===== src/rtl/tspd_pkg.sv =====
`default_nettype none
package tspd_pkg;

	// frame and error history lengths
	localparam int FRAME_BITS  = 59;
	localparam int ERROR_HOLD  = 43;
	localparam int OUT_FRAME_W = 59;

	localparam int TS_W        = 32;
	localparam int WIN_W       = 16;
	localparam int IN_TDATA_W  = 40;
	localparam int OUT_TDATA_W = 64;
	localparam int APB_AW      = 5;
	localparam int APB_DW      = 32;

	// window bounds after reset, in milliseconds
	localparam logic [WIN_W-1:0] RST_SEC_MIN  = 16'd900;
	localparam logic [WIN_W-1:0] RST_SEC_MAX  = 16'd1100;
	localparam logic [WIN_W-1:0] RST_MIN_MIN  = 16'd1900;
	localparam logic [WIN_W-1:0] RST_MIN_MAX  = 16'd2100;
	localparam logic [WIN_W-1:0] RST_ZERO_MIN = 16'd60;
	localparam logic [WIN_W-1:0] RST_ZERO_MAX = 16'd140;
	localparam logic [WIN_W-1:0] RST_ONE_MIN  = 16'd160;
	localparam logic [WIN_W-1:0] RST_ONE_MAX  = 16'd240;

	typedef enum logic [2:0] {
		REG_SEC_MIN,
		REG_SEC_MAX,
		REG_MIN_MIN,
		REG_MIN_MAX,
		REG_ZERO_MIN,
		REG_ZERO_MAX,
		REG_ONE_MIN,
		REG_ONE_MAX
	} reg_idx_t;

	typedef enum logic [1:0] {
		ST_BUSY,
		ST_READY,
		ST_REJECT,
		ST_POWER_FAIL
	} status_t;

	typedef struct packed {
		logic [WIN_W-1:0] sec_min;
		logic [WIN_W-1:0] sec_max;
		logic [WIN_W-1:0] min_min;
		logic [WIN_W-1:0] min_max;
		logic [WIN_W-1:0] zero_min;
		logic [WIN_W-1:0] zero_max;
		logic [WIN_W-1:0] one_min;
		logic [WIN_W-1:0] one_max;
	} cfg_t;

	typedef struct packed {
		logic            power_good;
		logic [TS_W-1:0] timestamp_ms;
		logic            carrier_level;
	} item_t;

	typedef struct packed {
		logic                   indicator_level;
		logic                   timing_error;
		logic [OUT_FRAME_W-1:0] frame_bits;
		status_t                status;
	} res_t;

	// exclusive window test
	function automatic logic in_win(logic [TS_W-1:0] d, logic [WIN_W-1:0] lo,
			logic [WIN_W-1:0] hi);
		return (d > {{(TS_W-WIN_W){1'b0}}, lo}) && (d < {{(TS_W-WIN_W){1'b0}}, hi});
	endfunction

endpackage
`default_nettype wire


===== src/rtl/tspd_cfg_regs.sv =====
`default_nettype none
module tspd_cfg_regs
	import tspd_pkg::*;
(
	input  wire logic              clk,
	input  wire logic              arst_n,
	input  wire logic              psel,
	input  wire logic              penable,
	input  wire logic              pwrite,
	input  wire logic [APB_AW-1:0] paddr,
	input  wire logic [APB_DW-1:0] pwdata,
	output logic      [APB_DW-1:0] prdata,
	output logic                   pready,
	output cfg_t                   cfg
);

	cfg_t     cfg_q;
	reg_idx_t idx;
	logic     wr_en;

	assign idx    = reg_idx_t'(paddr[APB_AW-1:2]);
	assign pready = 1'b1;
	assign wr_en  = psel & penable & pwrite & pready;
	assign cfg    = cfg_q;

	always_ff @(posedge clk or negedge arst_n) begin
		if (!arst_n) begin
			cfg_q.sec_min  <= RST_SEC_MIN;
			cfg_q.sec_max  <= RST_SEC_MAX;
			cfg_q.min_min  <= RST_MIN_MIN;
			cfg_q.min_max  <= RST_MIN_MAX;
			cfg_q.zero_min <= RST_ZERO_MIN;
			cfg_q.zero_max <= RST_ZERO_MAX;
			cfg_q.one_min  <= RST_ONE_MIN;
			cfg_q.one_max  <= RST_ONE_MAX;
		end else if (wr_en) begin
			case (idx)
				REG_SEC_MIN:  cfg_q.sec_min  <= pwdata[WIN_W-1:0];
				REG_SEC_MAX:  cfg_q.sec_max  <= pwdata[WIN_W-1:0];
				REG_MIN_MIN:  cfg_q.min_min  <= pwdata[WIN_W-1:0];
				REG_MIN_MAX:  cfg_q.min_max  <= pwdata[WIN_W-1:0];
				REG_ZERO_MIN: cfg_q.zero_min <= pwdata[WIN_W-1:0];
				REG_ZERO_MAX: cfg_q.zero_max <= pwdata[WIN_W-1:0];
				REG_ONE_MIN:  cfg_q.one_min  <= pwdata[WIN_W-1:0];
				REG_ONE_MAX:  cfg_q.one_max  <= pwdata[WIN_W-1:0];
				default: ;
			endcase
		end
	end

	always_comb begin
		prdata = '0;
		case (idx)
			REG_SEC_MIN:  prdata[WIN_W-1:0] = cfg_q.sec_min;
			REG_SEC_MAX:  prdata[WIN_W-1:0] = cfg_q.sec_max;
			REG_MIN_MIN:  prdata[WIN_W-1:0] = cfg_q.min_min;
			REG_MIN_MAX:  prdata[WIN_W-1:0] = cfg_q.min_max;
			REG_ZERO_MIN: prdata[WIN_W-1:0] = cfg_q.zero_min;
			REG_ZERO_MAX: prdata[WIN_W-1:0] = cfg_q.zero_max;
			REG_ONE_MIN:  prdata[WIN_W-1:0] = cfg_q.one_min;
			REG_ONE_MAX:  prdata[WIN_W-1:0] = cfg_q.one_max;
			default:      prdata = '0;
		endcase
	end

endmodule
`default_nettype wire


===== src/rtl/tspd_core.sv =====
`default_nettype none
module tspd_core
	import tspd_pkg::*;
(
	input  wire logic clk,
	input  wire logic arst_n,
	input  wire logic step,
	input  wire item_t item,
	input  wire cfg_t  cfg,
	output res_t      res
);

	logic [FRAME_BITS-1:0] frame_q, frame_d;
	logic [ERROR_HOLD-1:0] hist_q, hist_d;
	logic [TS_W-1:0]       rise_q, rise_d;
	logic                  level_q, level_d;
	logic [TS_W-1:0]       dur;
	logic [ERROR_HOLD-1:0] hist_sh;

	assign dur     = item.timestamp_ms - rise_q;
	assign hist_sh = hist_q >> 1;

	always_comb begin
		frame_d = frame_q;
		hist_d  = hist_q;
		rise_d  = rise_q;
		level_d = level_q;
		res.status       = ST_BUSY;
		res.frame_bits   = '0;
		res.timing_error = 1'b0;
		if (!item.power_good) begin
			res.status = ST_POWER_FAIL;
		end else if (item.carrier_level != level_q) begin
			level_d = item.carrier_level;
			if (item.carrier_level) begin
				// rising edge: classify gap since previous rise
				hist_d = hist_sh;
				rise_d = item.timestamp_ms;
				if (in_win(dur, cfg.sec_min, cfg.sec_max)) begin
					hist_d = hist_sh;
				end else if (in_win(dur, cfg.min_min, cfg.min_max)) begin
					res.status     = (hist_sh == '0) ? ST_READY : ST_REJECT;
					res.frame_bits = frame_q[OUT_FRAME_W-1:0];
					frame_d        = '0;
				end else begin
					hist_d[ERROR_HOLD-1] = 1'b1;
					res.timing_error     = 1'b1;
				end
			end else begin
				// falling edge: pulse width gives the bit
				if (in_win(dur, cfg.zero_min, cfg.zero_max)) begin
					frame_d = {1'b0, frame_q[FRAME_BITS-1:1]};
				end else if (in_win(dur, cfg.one_min, cfg.one_max)) begin
					frame_d = {1'b1, frame_q[FRAME_BITS-1:1]};
				end else begin
					frame_d              = {1'b0, frame_q[FRAME_BITS-1:1]};
					hist_d[ERROR_HOLD-1] = 1'b1;
					res.timing_error     = 1'b1;
				end
			end
		end
		res.indicator_level = level_d;
	end

	always_ff @(posedge clk or negedge arst_n) begin
		if (!arst_n) begin
			frame_q <= '0;
			hist_q  <= '0;
			rise_q  <= '0;
			level_q <= 1'b0;
		end else if (step) begin
			frame_q <= frame_d;
			hist_q  <= hist_d;
			rise_q  <= rise_d;
			level_q <= level_d;
		end
	end

endmodule
`default_nettype wire


===== src/rtl/time_signal_pulse_decoder_unit.sv =====
`default_nettype none
// path from input transfer to result valid: input register, then result register
// throughput: one item per cycle while m_tready is high; the decode state updates in the same cycle the
// result register loads, so the next sample already sees it
// reset: arst_n asynchronous, active low; clears valids, decode state and restores
// the default timing windows
module time_signal_pulse_decoder_unit
	import tspd_pkg::*;
(
	input  wire logic                   clk,
	input  wire logic                   arst_n,
	// input stream
	input  wire logic                   s_tvalid,
	output logic                        s_tready,
	// [0] carrier_level, [32:1] timestamp_ms, [33] power_good, [39:34] unused
	input  wire logic [IN_TDATA_W-1:0]  s_tdata,
	// result stream
	output logic                        m_tvalid,
	input  wire logic                   m_tready,
	// [1:0] status, [60:2] frame_bits, [61] timing_error, [62] indicator_level, [63] zero
	output logic      [OUT_TDATA_W-1:0] m_tdata,
	// configuration port
	input  wire logic                   psel,
	input  wire logic                   penable,
	input  wire logic                   pwrite,
	input  wire logic [APB_AW-1:0]      paddr,
	input  wire logic [APB_DW-1:0]      pwdata,
	output logic      [APB_DW-1:0]      prdata,
	output logic                        pready
);

	cfg_t  cfg;
	item_t item_s1;
	logic  vld_s1;
	res_t  res_s2;
	logic  vld_s2;
	res_t  res;
	logic  adv;

	// timing window registers
	tspd_cfg_regs u_cfg (
		.clk     (clk),
		.arst_n  (arst_n),
		.psel    (psel),
		.penable (penable),
		.pwrite  (pwrite),
		.paddr   (paddr),
		.pwdata  (pwdata),
		.prdata  (prdata),
		.pready  (pready),
		.cfg     (cfg)
	);

	// item moves from input register to result register when the result slot
	// is empty or being drained in this cycle
	assign adv      = vld_s1 & (~vld_s2 | m_tready);
	assign s_tready = ~vld_s1 | adv;

	// edge detection, gap and width decoding, frame and history update
	tspd_core u_core (
		.clk    (clk),
		.arst_n (arst_n),
		.step   (adv),
		.item   (item_s1),
		.cfg    (cfg),
		.res    (res)
	);

	// input register
	always_ff @(posedge clk or negedge arst_n) begin
		if (!arst_n) begin
			vld_s1 <= 1'b0;
		end else if (s_tready) begin
			vld_s1 <= s_tvalid;
		end
	end

	always_ff @(posedge clk) begin
		if (s_tvalid && s_tready) begin
			item_s1 <= item_t'(s_tdata[$bits(item_t)-1:0]);
		end
	end

	// result register
	always_ff @(posedge clk or negedge arst_n) begin
		if (!arst_n) begin
			vld_s2 <= 1'b0;
		end else if (adv) begin
			vld_s2 <= 1'b1;
		end else if (m_tready) begin
			vld_s2 <= 1'b0;
		end
	end

	always_ff @(posedge clk) begin
		if (adv) begin
			res_s2 <= res;
		end
	end

	assign m_tvalid = vld_s2;
	assign m_tdata  = {{(OUT_TDATA_W-$bits(res_t)){1'b0}}, res_s2};

`ifndef NO_ASSERTIONS
	// a frame only goes out on a matched minute mark, never with an error flag
	a_frame_no_err: assert property (@(posedge clk) disable iff (!arst_n)
		vld_s2 && (res_s2.status == ST_READY || res_s2.status == ST_REJECT)
		|-> !res_s2.timing_error)
		else $error("frame result carries timing error");

	// power failure and busy results carry no frame
	a_no_frame: assert property (@(posedge clk) disable iff (!arst_n)
		vld_s2 && (res_s2.status == ST_BUSY || res_s2.status == ST_POWER_FAIL)
		|-> (res_s2.frame_bits == '0))
		else $error("frame bits set without a minute mark");

	// a stalled result holds the waiting item in the input register
	a_s1_hold: assert property (@(posedge clk) disable iff (!arst_n)
		vld_s1 && vld_s2 && !m_tready |=> vld_s1 && $stable(item_s1))
		else $error("input item lost during stall");
`endif

endmodule
`default_nettype wire

===== config.mk =====
export PLATFORM = sky130hd
export DESIGN_NAME = time_signal_pulse_decoder_unit
export DESIGN_NICKNAME = d
export VERILOG_FILES = /design/src/rtl/tspd_pkg.sv /design/src/rtl/tspd_cfg_regs.sv /design/src/rtl/tspd_core.sv /design/src/rtl/time_signal_pulse_decoder_unit.sv
export SDC_FILE = /design/constraint.sdc
export NUM_CORES = 1
export LEC_CHECK = 0
export BUFFER_PORTS_ARGS = -buffer_cell sky130_fd_sc_hd__buf_2
export CAP_MARGIN = 30
export CORE_MARGIN = 4
export CORE_UTILIZATION = 50
export DETAILED_ROUTE_END_ITERATION = 6
export GPL_ROUTABILITY_DRIVEN = 1
export PLACE_DENSITY = 0.7
export SYNTH_ARGS = -nofsm -noshare
export SYNTH_HDL_FRONTEND = slang
export SYNTH_SLANG_ARGS = --single-unit

===== constraint.sdc =====
create_clock -name clk -period 9 [get_ports clk]
set_input_delay 1.8 -clock clk [delete_from_list [all_inputs] [get_ports clk]]
set_output_delay 1.8 -clock clk [all_outputs]
set_load 0.01 [all_outputs]

==> results.sh, run 1 <==
export IMPL_status="completed"
export IMPL_core_area_sq_um=38600
export IMPL_fillerInstances=3292
export IMPL_final_nets=2290
export IMPL_rows=72
export IMPL_rr_worst_depth=18
export IMPL_p_comb_share_pct=45.1
export IMPL_fin_setup_tns_ns=0
export IMPL_holdPathEnd="u_core.frame_q[51]"
export IMPL_async_flop_share_pct=73.1
export IMPL_r2r_slack_ns=3.59
export IMPL_cpPeakStageDelay_ns=0.73
export IMPL_worstPathBufferInverterCount=3
export IMPL_yosysSeqAreaShare_pct=48.9
export IMPL_viasPerCell=5.55
export IMPL_finalInstanceArea_sq_um=22100
export IMPL_wire_per_inst_microns=17.9
export IMPL_skew_ns=0.0180
export IMPL_swShare_pct=38.6
export IMPL_die_x_microns=206
export IMPL_drc_errors=0
export IMPL_syn_area_sq_um=19600
export IMPL_multi_input_area_sq_um=8930
export IMPL_worstSetupStartpointType="primary input"
export IMPL_slowest_stage="buf_2"
export IMPL_dieHeight_microns=206
export IMPL_powerDensity_nw_per_um2=309
export IMPL_htreeDepth=2
export IMPL_path_clk_slew_ns=0.06
export IMPL_end_kind="output port"
export IMPL_drt_iter0_drc=900
export IMPL_cts_inserted_buffers=40
export IMPL_cts_hold_buf=0
export IMPL_syn_inst=1944
export IMPL_report_final_hold_viol_count=0
export IMPL_syn2layout_area_growth_pct=13.0
export IMPL_cap_violations=0
export IMPL_yosysTopAreaCellShare_pct=29.7
export IMPL_grt_pass1_vias=14400
export IMPL_crit_family="buffers and inverters"
export IMPL_worstHoldStart="u_core.frame_q[52]"
export IMPL_avgSynthCellArea_sq_um=10.1
export IMPL_ys_ff_latch=361
export IMPL_arrival_ns=4.47
export IMPL_power_share_clock_pct=24.2
export IMPL_cellLeakagePower_nw=10.1
export IMPL_cts_root_buf="clkbuf_16"
export IMPL_antenna_found_initial=5
export IMPL_grt_max_degree=108
export IMPL_r2r_end="u_core.frame_q[15]"
export IMPL_critPathKind="primary input to output port"
export IMPL_cts_sinks=361
export IMPL_cts_setup_buffers=0
export IMPL_cts_tree="done"
export IMPL_hold_class="register to register"
export IMPL_io_buffers=140
export IMPL_grt_pass1_wl_microns=75000
export IMPL_period_minus_slack_ns=6.27
export IMPL_crit_chain="buf_2 -> clkinv_1 -> nand2_1 -> o22ai_1 -> a221oi_1 -> nor2_1 -> buf_2"
export IMPL_power_internal_w=0.00419
export IMPL_vias=14400
export IMPL_cp_required_ns=7.20
export IMPL_r2r_start="item_s1[4]"
export IMPL_setup_viol_count_final=0
export IMPL_fmax_mhz=159
export IMPL_ant_nets=0
export IMPL_insertion_delay_ns=0.56
export IMPL_max_vdd_ir_drop_mv=0.203
export IMPL_yosys_top_cells_area="dfrtp_1, edfxtp_1, ha_1"
export IMPL_first_pass_iters=5
export IMPL_ff_latch_area_sq_um=9560
export IMPL_hpwl_microns=33400
export IMPL_switchingPower_w=0.00264
export IMPL_overflow=0
export IMPL_drive_above_1_share_pct=18.7
export IMPL_final_core_util_pct=57.2
export IMPL_slew_headroom_pct=26.2
export IMPL_yosysMostFrequentCell="nand2_1"
export IMPL_seq_power_share_pct=30.6
export IMPL_yosys_area_top_type="dfrtp_1"
export IMPL_worst_slew_pin_transition_ns=1.10
export IMPL_rsz0062_at_grt="false"
export IMPL_place_area_sq_um=20700
export IMPL_synth_commonest_cells="nand2_1, dfrtp_1, o21ai_0, inv_1, ha_1"
export IMPL_post_synth_num_cell_types=76
export IMPL_hold_depth=2
export IMPL_gp_congestion=0.848
export IMPL_start_util_pct=50.6
export IMPL_synth_warning_count=0
export IMPL_cts_repair_resize_count=0
export IMPL_die_area_sq_um=42300
export IMPL_synth_edf_count=97
export IMPL_synth_ff_type="dfrtp_1"
export IMPL_track_usage_pct=22.0
export IMPL_critPathMaxFanout=36
export IMPL_detail_route_wirelength_microns=46600
export IMPL_crit_top_cell="buf_2"
export IMPL_cts_path_max_buffers=3
export IMPL_drv_slew=0
export IMPL_ios=183
export IMPL_finalCritPeriodShare_pct=69.7
[through the flow]
step / hold slack [ns] / cells / total power (W) / setup slack [ns]
6_report: 0.483 / 2601 / 0.00683 / 2.73
5_1_grt: 0.509 / 2601 / 0.00738 / 2.59
4_1_cts: 0.490 / 2594 / 0.00683 / 2.73
3_5_place_dp: 0.483 / 2522 / 0.00513 / 2.74
3_3_place_gp: 0.468 / 2518 / 0.00499 / 2.73
2_1_floorplan: 0.454 / 1960 / 0.00424 / 3.79
[cells by family (layout without fill, tap and decap cells)]
logic type	after synthesis	in the layout	synth area share [%]
xor+xnor	23	23	1.03
other cells	2	21	0.0384
simple gates	561	561	13.4
flops	361	361	48.9
buf+inv	287	407	5.92
fa+ha+maj	156	156	10.0
mux	125	125	7.65
compound gates	429	429	13.0
[tightest hold or removal path: cells and delay by family (launching register included)]
kind | cells | cell delay, ns
simple gates | 1 | 0.05
flops | 1 | 0.35
compound gates | 1 | 0.06
[worst max path at each step]
stage / from / to / slack [ns] / depth (start not counted)
after global placement: paddr[2] / prdata[8] / 2.73 / 7
after detailed placement: paddr[2] / prdata[8] / 2.74 / 7
after CTS: paddr[2] / prdata[8] / 2.73 / 7
after floorplan: paddr[2] / prdata[12] / 3.79 / 6
final: paddr[2] / prdata[8] / 2.73 / 7
after global routing: paddr[2] / prdata[8] / 2.59 / 7
[flip-flops by register name (all words and copies together), names as in the netlist]
signal,flops
u_core.level_q,1
u_cfg.cfg,128
item_s1,34
m_tdata,63
u_core.frame_q,59
vld_s1,1
u_core.rise_q,32
u_core.hist_q,42
m_tvalid,1
[cells in the final DEF (no fill, tap or decap), types with 16 or more instances in the layout]
cell type | netlist | layout
dfstp_2 | 32 | 32
dfrtp_1 | 232 | 232
conb_1 | 2 | 18
mux2_2 | 96 | 96
xnor2_1 | 16 | 16
nor2_1 | 76 | 76
a21oi_1 | 80 | 80
a21o_1 | 26 | 26
clkbuf_16 | 0 | 42
buf_2 | 2 | 139
buf_4 | 18 | 23
o21ai_0 | 215 | 215
and2_1 | 63 | 61
ha_1 | 155 | 155
edfxtp_1 | 97 | 97
mux2i_1 | 19 | 19
nand4_1 | 30 | 30
nand2_1 | 284 | 282
nand3_1 | 17 | 17
inv_1 | 167 | 167
[final cells by class]
class	count	share of cell area, %
antenna	3	0.0340
clock buffer	51	5.14
clock inverter	21	0.917
inverter	168	2.85
multi-input combinational	1312	40.4
sequential	361	43.3
tap	518	2.93
timing repair buffer	167	4.43
[power by group through the flow]
stage | registers [W] | logic, W | clock network, W
after global placement | 0.00211 | 0.00289 | 0
after floorplan | 0.00208 | 0.00216 | 0
after detailed placement | 0.00212 | 0.00301 | 0
final | 0.00209 | 0.00308 | 0.00165
after global routing | 0.00212 | 0.00350 | 0.00176
after CTS | 0.00209 | 0.00304 | 0.00170
[layer usage]
metal | part of all wire (%) | track usage, % | wire length [microns]
met5 | 0.071 | 0 | 33
met1 | 45 | 31.1 | 20800
met2 | 46 | 34.7 | 21500
met4 | 2.7 | 7.20 | 1270
met3 | 6.5 | 4.10 | 3020
Power figures use the tool's default switching activity.
==> run 2: changes to the inputs <==
--- a/config.mk
+++ b/config.mk
@@ -5,13 +5,14 @@
 export SDC_FILE = /design/constraint.sdc
 export NUM_CORES = 1
 export LEC_CHECK = 0
+export ABC_AREA = 1
 export BUFFER_PORTS_ARGS = -buffer_cell sky130_fd_sc_hd__buf_2
 export CAP_MARGIN = 30
 export CORE_MARGIN = 4
 export CORE_UTILIZATION = 50
 export DETAILED_ROUTE_END_ITERATION = 6
 export GPL_ROUTABILITY_DRIVEN = 1
-export PLACE_DENSITY = 0.7
+export PLACE_DENSITY = 0.73
 export SYNTH_ARGS = -nofsm -noshare
 export SYNTH_HDL_FRONTEND = slang
 export SYNTH_SLANG_ARGS = --single-unit
==> constraint.sdc (replaced) <==
create_clock -name clk -period 5.3 [get_ports clk]
set_input_delay 1.06 -clock clk [delete_from_list [all_inputs] [get_ports clk]]
set_output_delay 1.06 -clock clk [all_outputs]
set_load 0.01 [all_outputs]
==> results.sh, run 2 <==
export IMPL_cts_hold_buf=0
export IMPL_power_internal_w=0.00756
export IMPL_p_comb_share_pct=49.2
export IMPL_worst_slew_pin_transition_ns=0.985
export IMPL_mostFrequentLayoutCell="nand2_1"
export IMPL_rsz0062_at_grt="false"
export IMPL_crit_top_cell="nand2_1"
export IMPL_crit_chain="ha_1 -> nand2_1 -> nand2_1 -> inv_2 -> nand2_2 -> nand2_1 -> nand2_1 -> nand2_1 -> nand2_1 -> xor2_1 -> buf_4 -> ha_1 -> nand2_1 -> inv_1 -> nand3_1 -> nor3_1 -> nand2_1 -> nand4_1 -> nand3_1 -> nor2_1 -> nand4_2 -> buf_4 -> nor2_1"
export IMPL_insertion_delay_ns=0.58
export IMPL_cts_root_buf="clkbuf_16"
export IMPL_post_synth_num_cell_types=45
export IMPL_vias=16600
export IMPL_hpwl_microns=35400
export IMPL_cts_sinks=361
export IMPL_antenna_cells=0
export IMPL_final_nets=2857
export IMPL_powerDensity_nw_per_um2=572
export IMPL_r2r_slack_ns=0.93
export IMPL_synth_ff_type="dfrtp_1"
export IMPL_critPathKind="register to register"
export IMPL_synth_edf_count=97
export IMPL_status="completed"
export IMPL_core_area_sq_um=39700
export IMPL_fin_setup_tns_ns=0
export IMPL_cpPeakStageDelay_ns=0.48
export IMPL_largest_reg_flops=128
export IMPL_power_share_clock_pct=22.4
export IMPL_die_area_sq_um=43400
export IMPL_hold_depth=2
export IMPL_viasPerCell=5.22
export IMPL_swShare_pct=41.9
export IMPL_report_final_hold_viol_count=0
export IMPL_overflow=0
export IMPL_finalCritPeriodShare_pct=82.5
export IMPL_start_util_pct=50.5
export IMPL_holdPathEnd="u_core.rise_q[15]"
export IMPL_slew_headroom_pct=34.2
export IMPL_dieHeight_microns=208
export IMPL_rows=73
export IMPL_slowest_stage="nand4_2"
export IMPL_cts_setup_buffers=0
export IMPL_synth_warning_count=0
export IMPL_setup_viol_count_final=0
export IMPL_grt_pass1_vias=16200
export IMPL_drv_slew=0
export IMPL_cellLeakagePower_nw=11.4
export IMPL_syn_inst=2476
export IMPL_max_vdd_ir_drop_mv=0.325
export IMPL_period_minus_slack_ns=4.37
export IMPL_drt_iter0_drc=1190
export IMPL_ys_ff_latch=361
export IMPL_cts_tree="done"
export IMPL_worstSetupStartpointType="register"
export IMPL_io_buffers=140
export IMPL_wire_per_inst_microns=15.1
export IMPL_yosysTopAreaCellShare_pct=28.9
export IMPL_grt_max_degree=117
export IMPL_crit_family="simple AND/OR/NAND/NOR gates"
export IMPL_path_clk_slew_ns=0.06
export IMPL_track_usage_pct=22.1
export IMPL_drc_errors=0
export IMPL_yosys_top_cells_area="dfrtp_1, edfxtp_1, nand2_1"
export IMPL_skew_ns=0.0425
export IMPL_cp_required_ns=5.73
export IMPL_async_flop_share_pct=73.1
export IMPL_rr_worst_depth=23
export IMPL_fmax_mhz=229
export IMPL_ios=183
export IMPL_die_x_microns=208
export IMPL_hold_class="register to register"
export IMPL_cts_inserted_buffers=39
export IMPL_cap_violations=0
export IMPL_whs_ns=0.482
export IMPL_htreeDepth=2
export IMPL_syn_area_sq_um=20100
export IMPL_final_cell_mix="nand2_1, inv_1, dfrtp_1"
export IMPL_worstPathBufferInverterCount=4
export IMPL_yosysSeqAreaShare_pct=47.6
export IMPL_worstHoldStart="item_s1[16]"
export IMPL_seq_power_share_pct=28.4
export IMPL_cts_repair_resize_count=0
export IMPL_arrival_ns=4.80
export IMPL_detail_route_wirelength_microns=48000
export IMPL_switchingPower_w=0.00546
export IMPL_synth_commonest_cells="nand2_1, inv_1, dfrtp_1, o21ai_0, ha_1"
export IMPL_antenna_found_initial=0
export IMPL_syn2layout_area_growth_pct=13.4
export IMPL_r2r_end="m_tdata[2]"
export IMPL_avgSynthCellArea_sq_um=8.10
export IMPL_critPathMaxFanout=17
export IMPL_yosys_area_top_type="dfrtp_1"
export IMPL_end_kind="register"
export IMPL_ant_nets=0
export IMPL_r2r_start="item_s1[3]"
export IMPL_first_pass_iters=6
export IMPL_grt_pass1_wl_microns=80300
export IMPL_cts_path_max_buffers=3
export IMPL_gp_congestion=0.921
export IMPL_drive_above_1_share_pct=11.0
export IMPL_yosysMostFrequentCell="nand2_1"
[run 2: changes by cell type after synthesis, sizes merged, moves of 19 or more]
cell and delta:
nand2 +416, inv +260, nand3 +100, mux2 -92, nor2 +81, and2 -62
clkbuf -35, a21o -25, o22ai +25, mux2i -19
[run 2: cells by family after synthesis]
family	count (synthesis)	synth area share, %
buffers and inverters	521	10.2
xor gates and xnor gates	15	0.655
other	2	0.0374
DFF	361	47.6
and+or+nand+nor	1031	21.0
muxes	4	0.225
AOI/OAI and AO/OA	386	10.5
adders and majority gates	156	9.77
[run 2: final cells by class]
cell class	instances	area (sq um)
clock inverter	28	377
multi-input combinational	1610	8530
clock buffer	44	1010
fill	3581	17000
timing repair buffer	174	991
sequential	361	9560
inverter	431	1620
tap	525	657
[run 2: metal layers]
metal / GRT usage, % / wire, microns / vias to the layer above
met2: 36.3 / 22600 / 454
met4: 7.41 / 1570 / 0
met1: 30.4 / 21100 / 7793
met5: 0 / 0 / -
li1: - / - / 8208
met3: 3.12 / 2710 / 100
[run 2: worst max path at each step]
stage                    start                 end  cells after the start
finish              item_s1[3]          m_tdata[2]                     23
detailed placement  item_s1[3]         m_tdata[32]                     23
global placement    item_s1[3]         m_tdata[32]                     23
CTS                 item_s1[3]          m_tdata[2]                     23
global route        item_s1[3]         m_tdata[32]                     23
floorplan             m_tready  u_core.frame_q[38]                     10
[run 2: power by group through the flow]
| stage | clock [W] | combinational [W] | sequential [W] |
|---|---|---|---|
| floorplan | 0 | 0.00440 | 0.00370 |
| CTS | 0.00299 | 0.00636 | 0.00370 |
| detailed placement | 0 | 0.00629 | 0.00375 |
| global route | 0.00310 | 0.00738 | 0.00376 |
| finish | 0.00291 | 0.00641 | 0.00370 |
| global placement | 0 | 0.00598 | 0.00372 |
[run 2: worst register-to-register path: cells and delay by family (launching register included)]
| family | cells | cell delay, ns |
|---|---|---|
| XOR/XNOR | 1 | 0.17 |
| adder cells (fa/ha/maj) | 2 | 0.71 |
| buffers and inverters | 4 | 0.71 |
| flip-flops | 1 | 0.41 |
| AND/OR/NAND/NOR | 16 | 2.28 |
[run 2: metrics by stage]
stage / cell area, sq um / setup slack (ns) / std cells / power (W) / util [%]
2_1_floorplan: 20100 / 1.51 / 2492 / 0.00811 / -
3_3_place_gp: 21400 / 1.04 / 3101 / 0.00970 / 53.8
3_5_place_dp: 21400 / 0.927 / 3101 / 0.0100 / 53.8
4_1_cts: 22700 / 0.910 / 3173 / 0.0131 / 57.3
5_1_grt: 22700 / 0.414 / 3173 / 0.0142 / 57.3
6_report: 22700 / 0.928 / 3173 / 0.0130 / 57.3
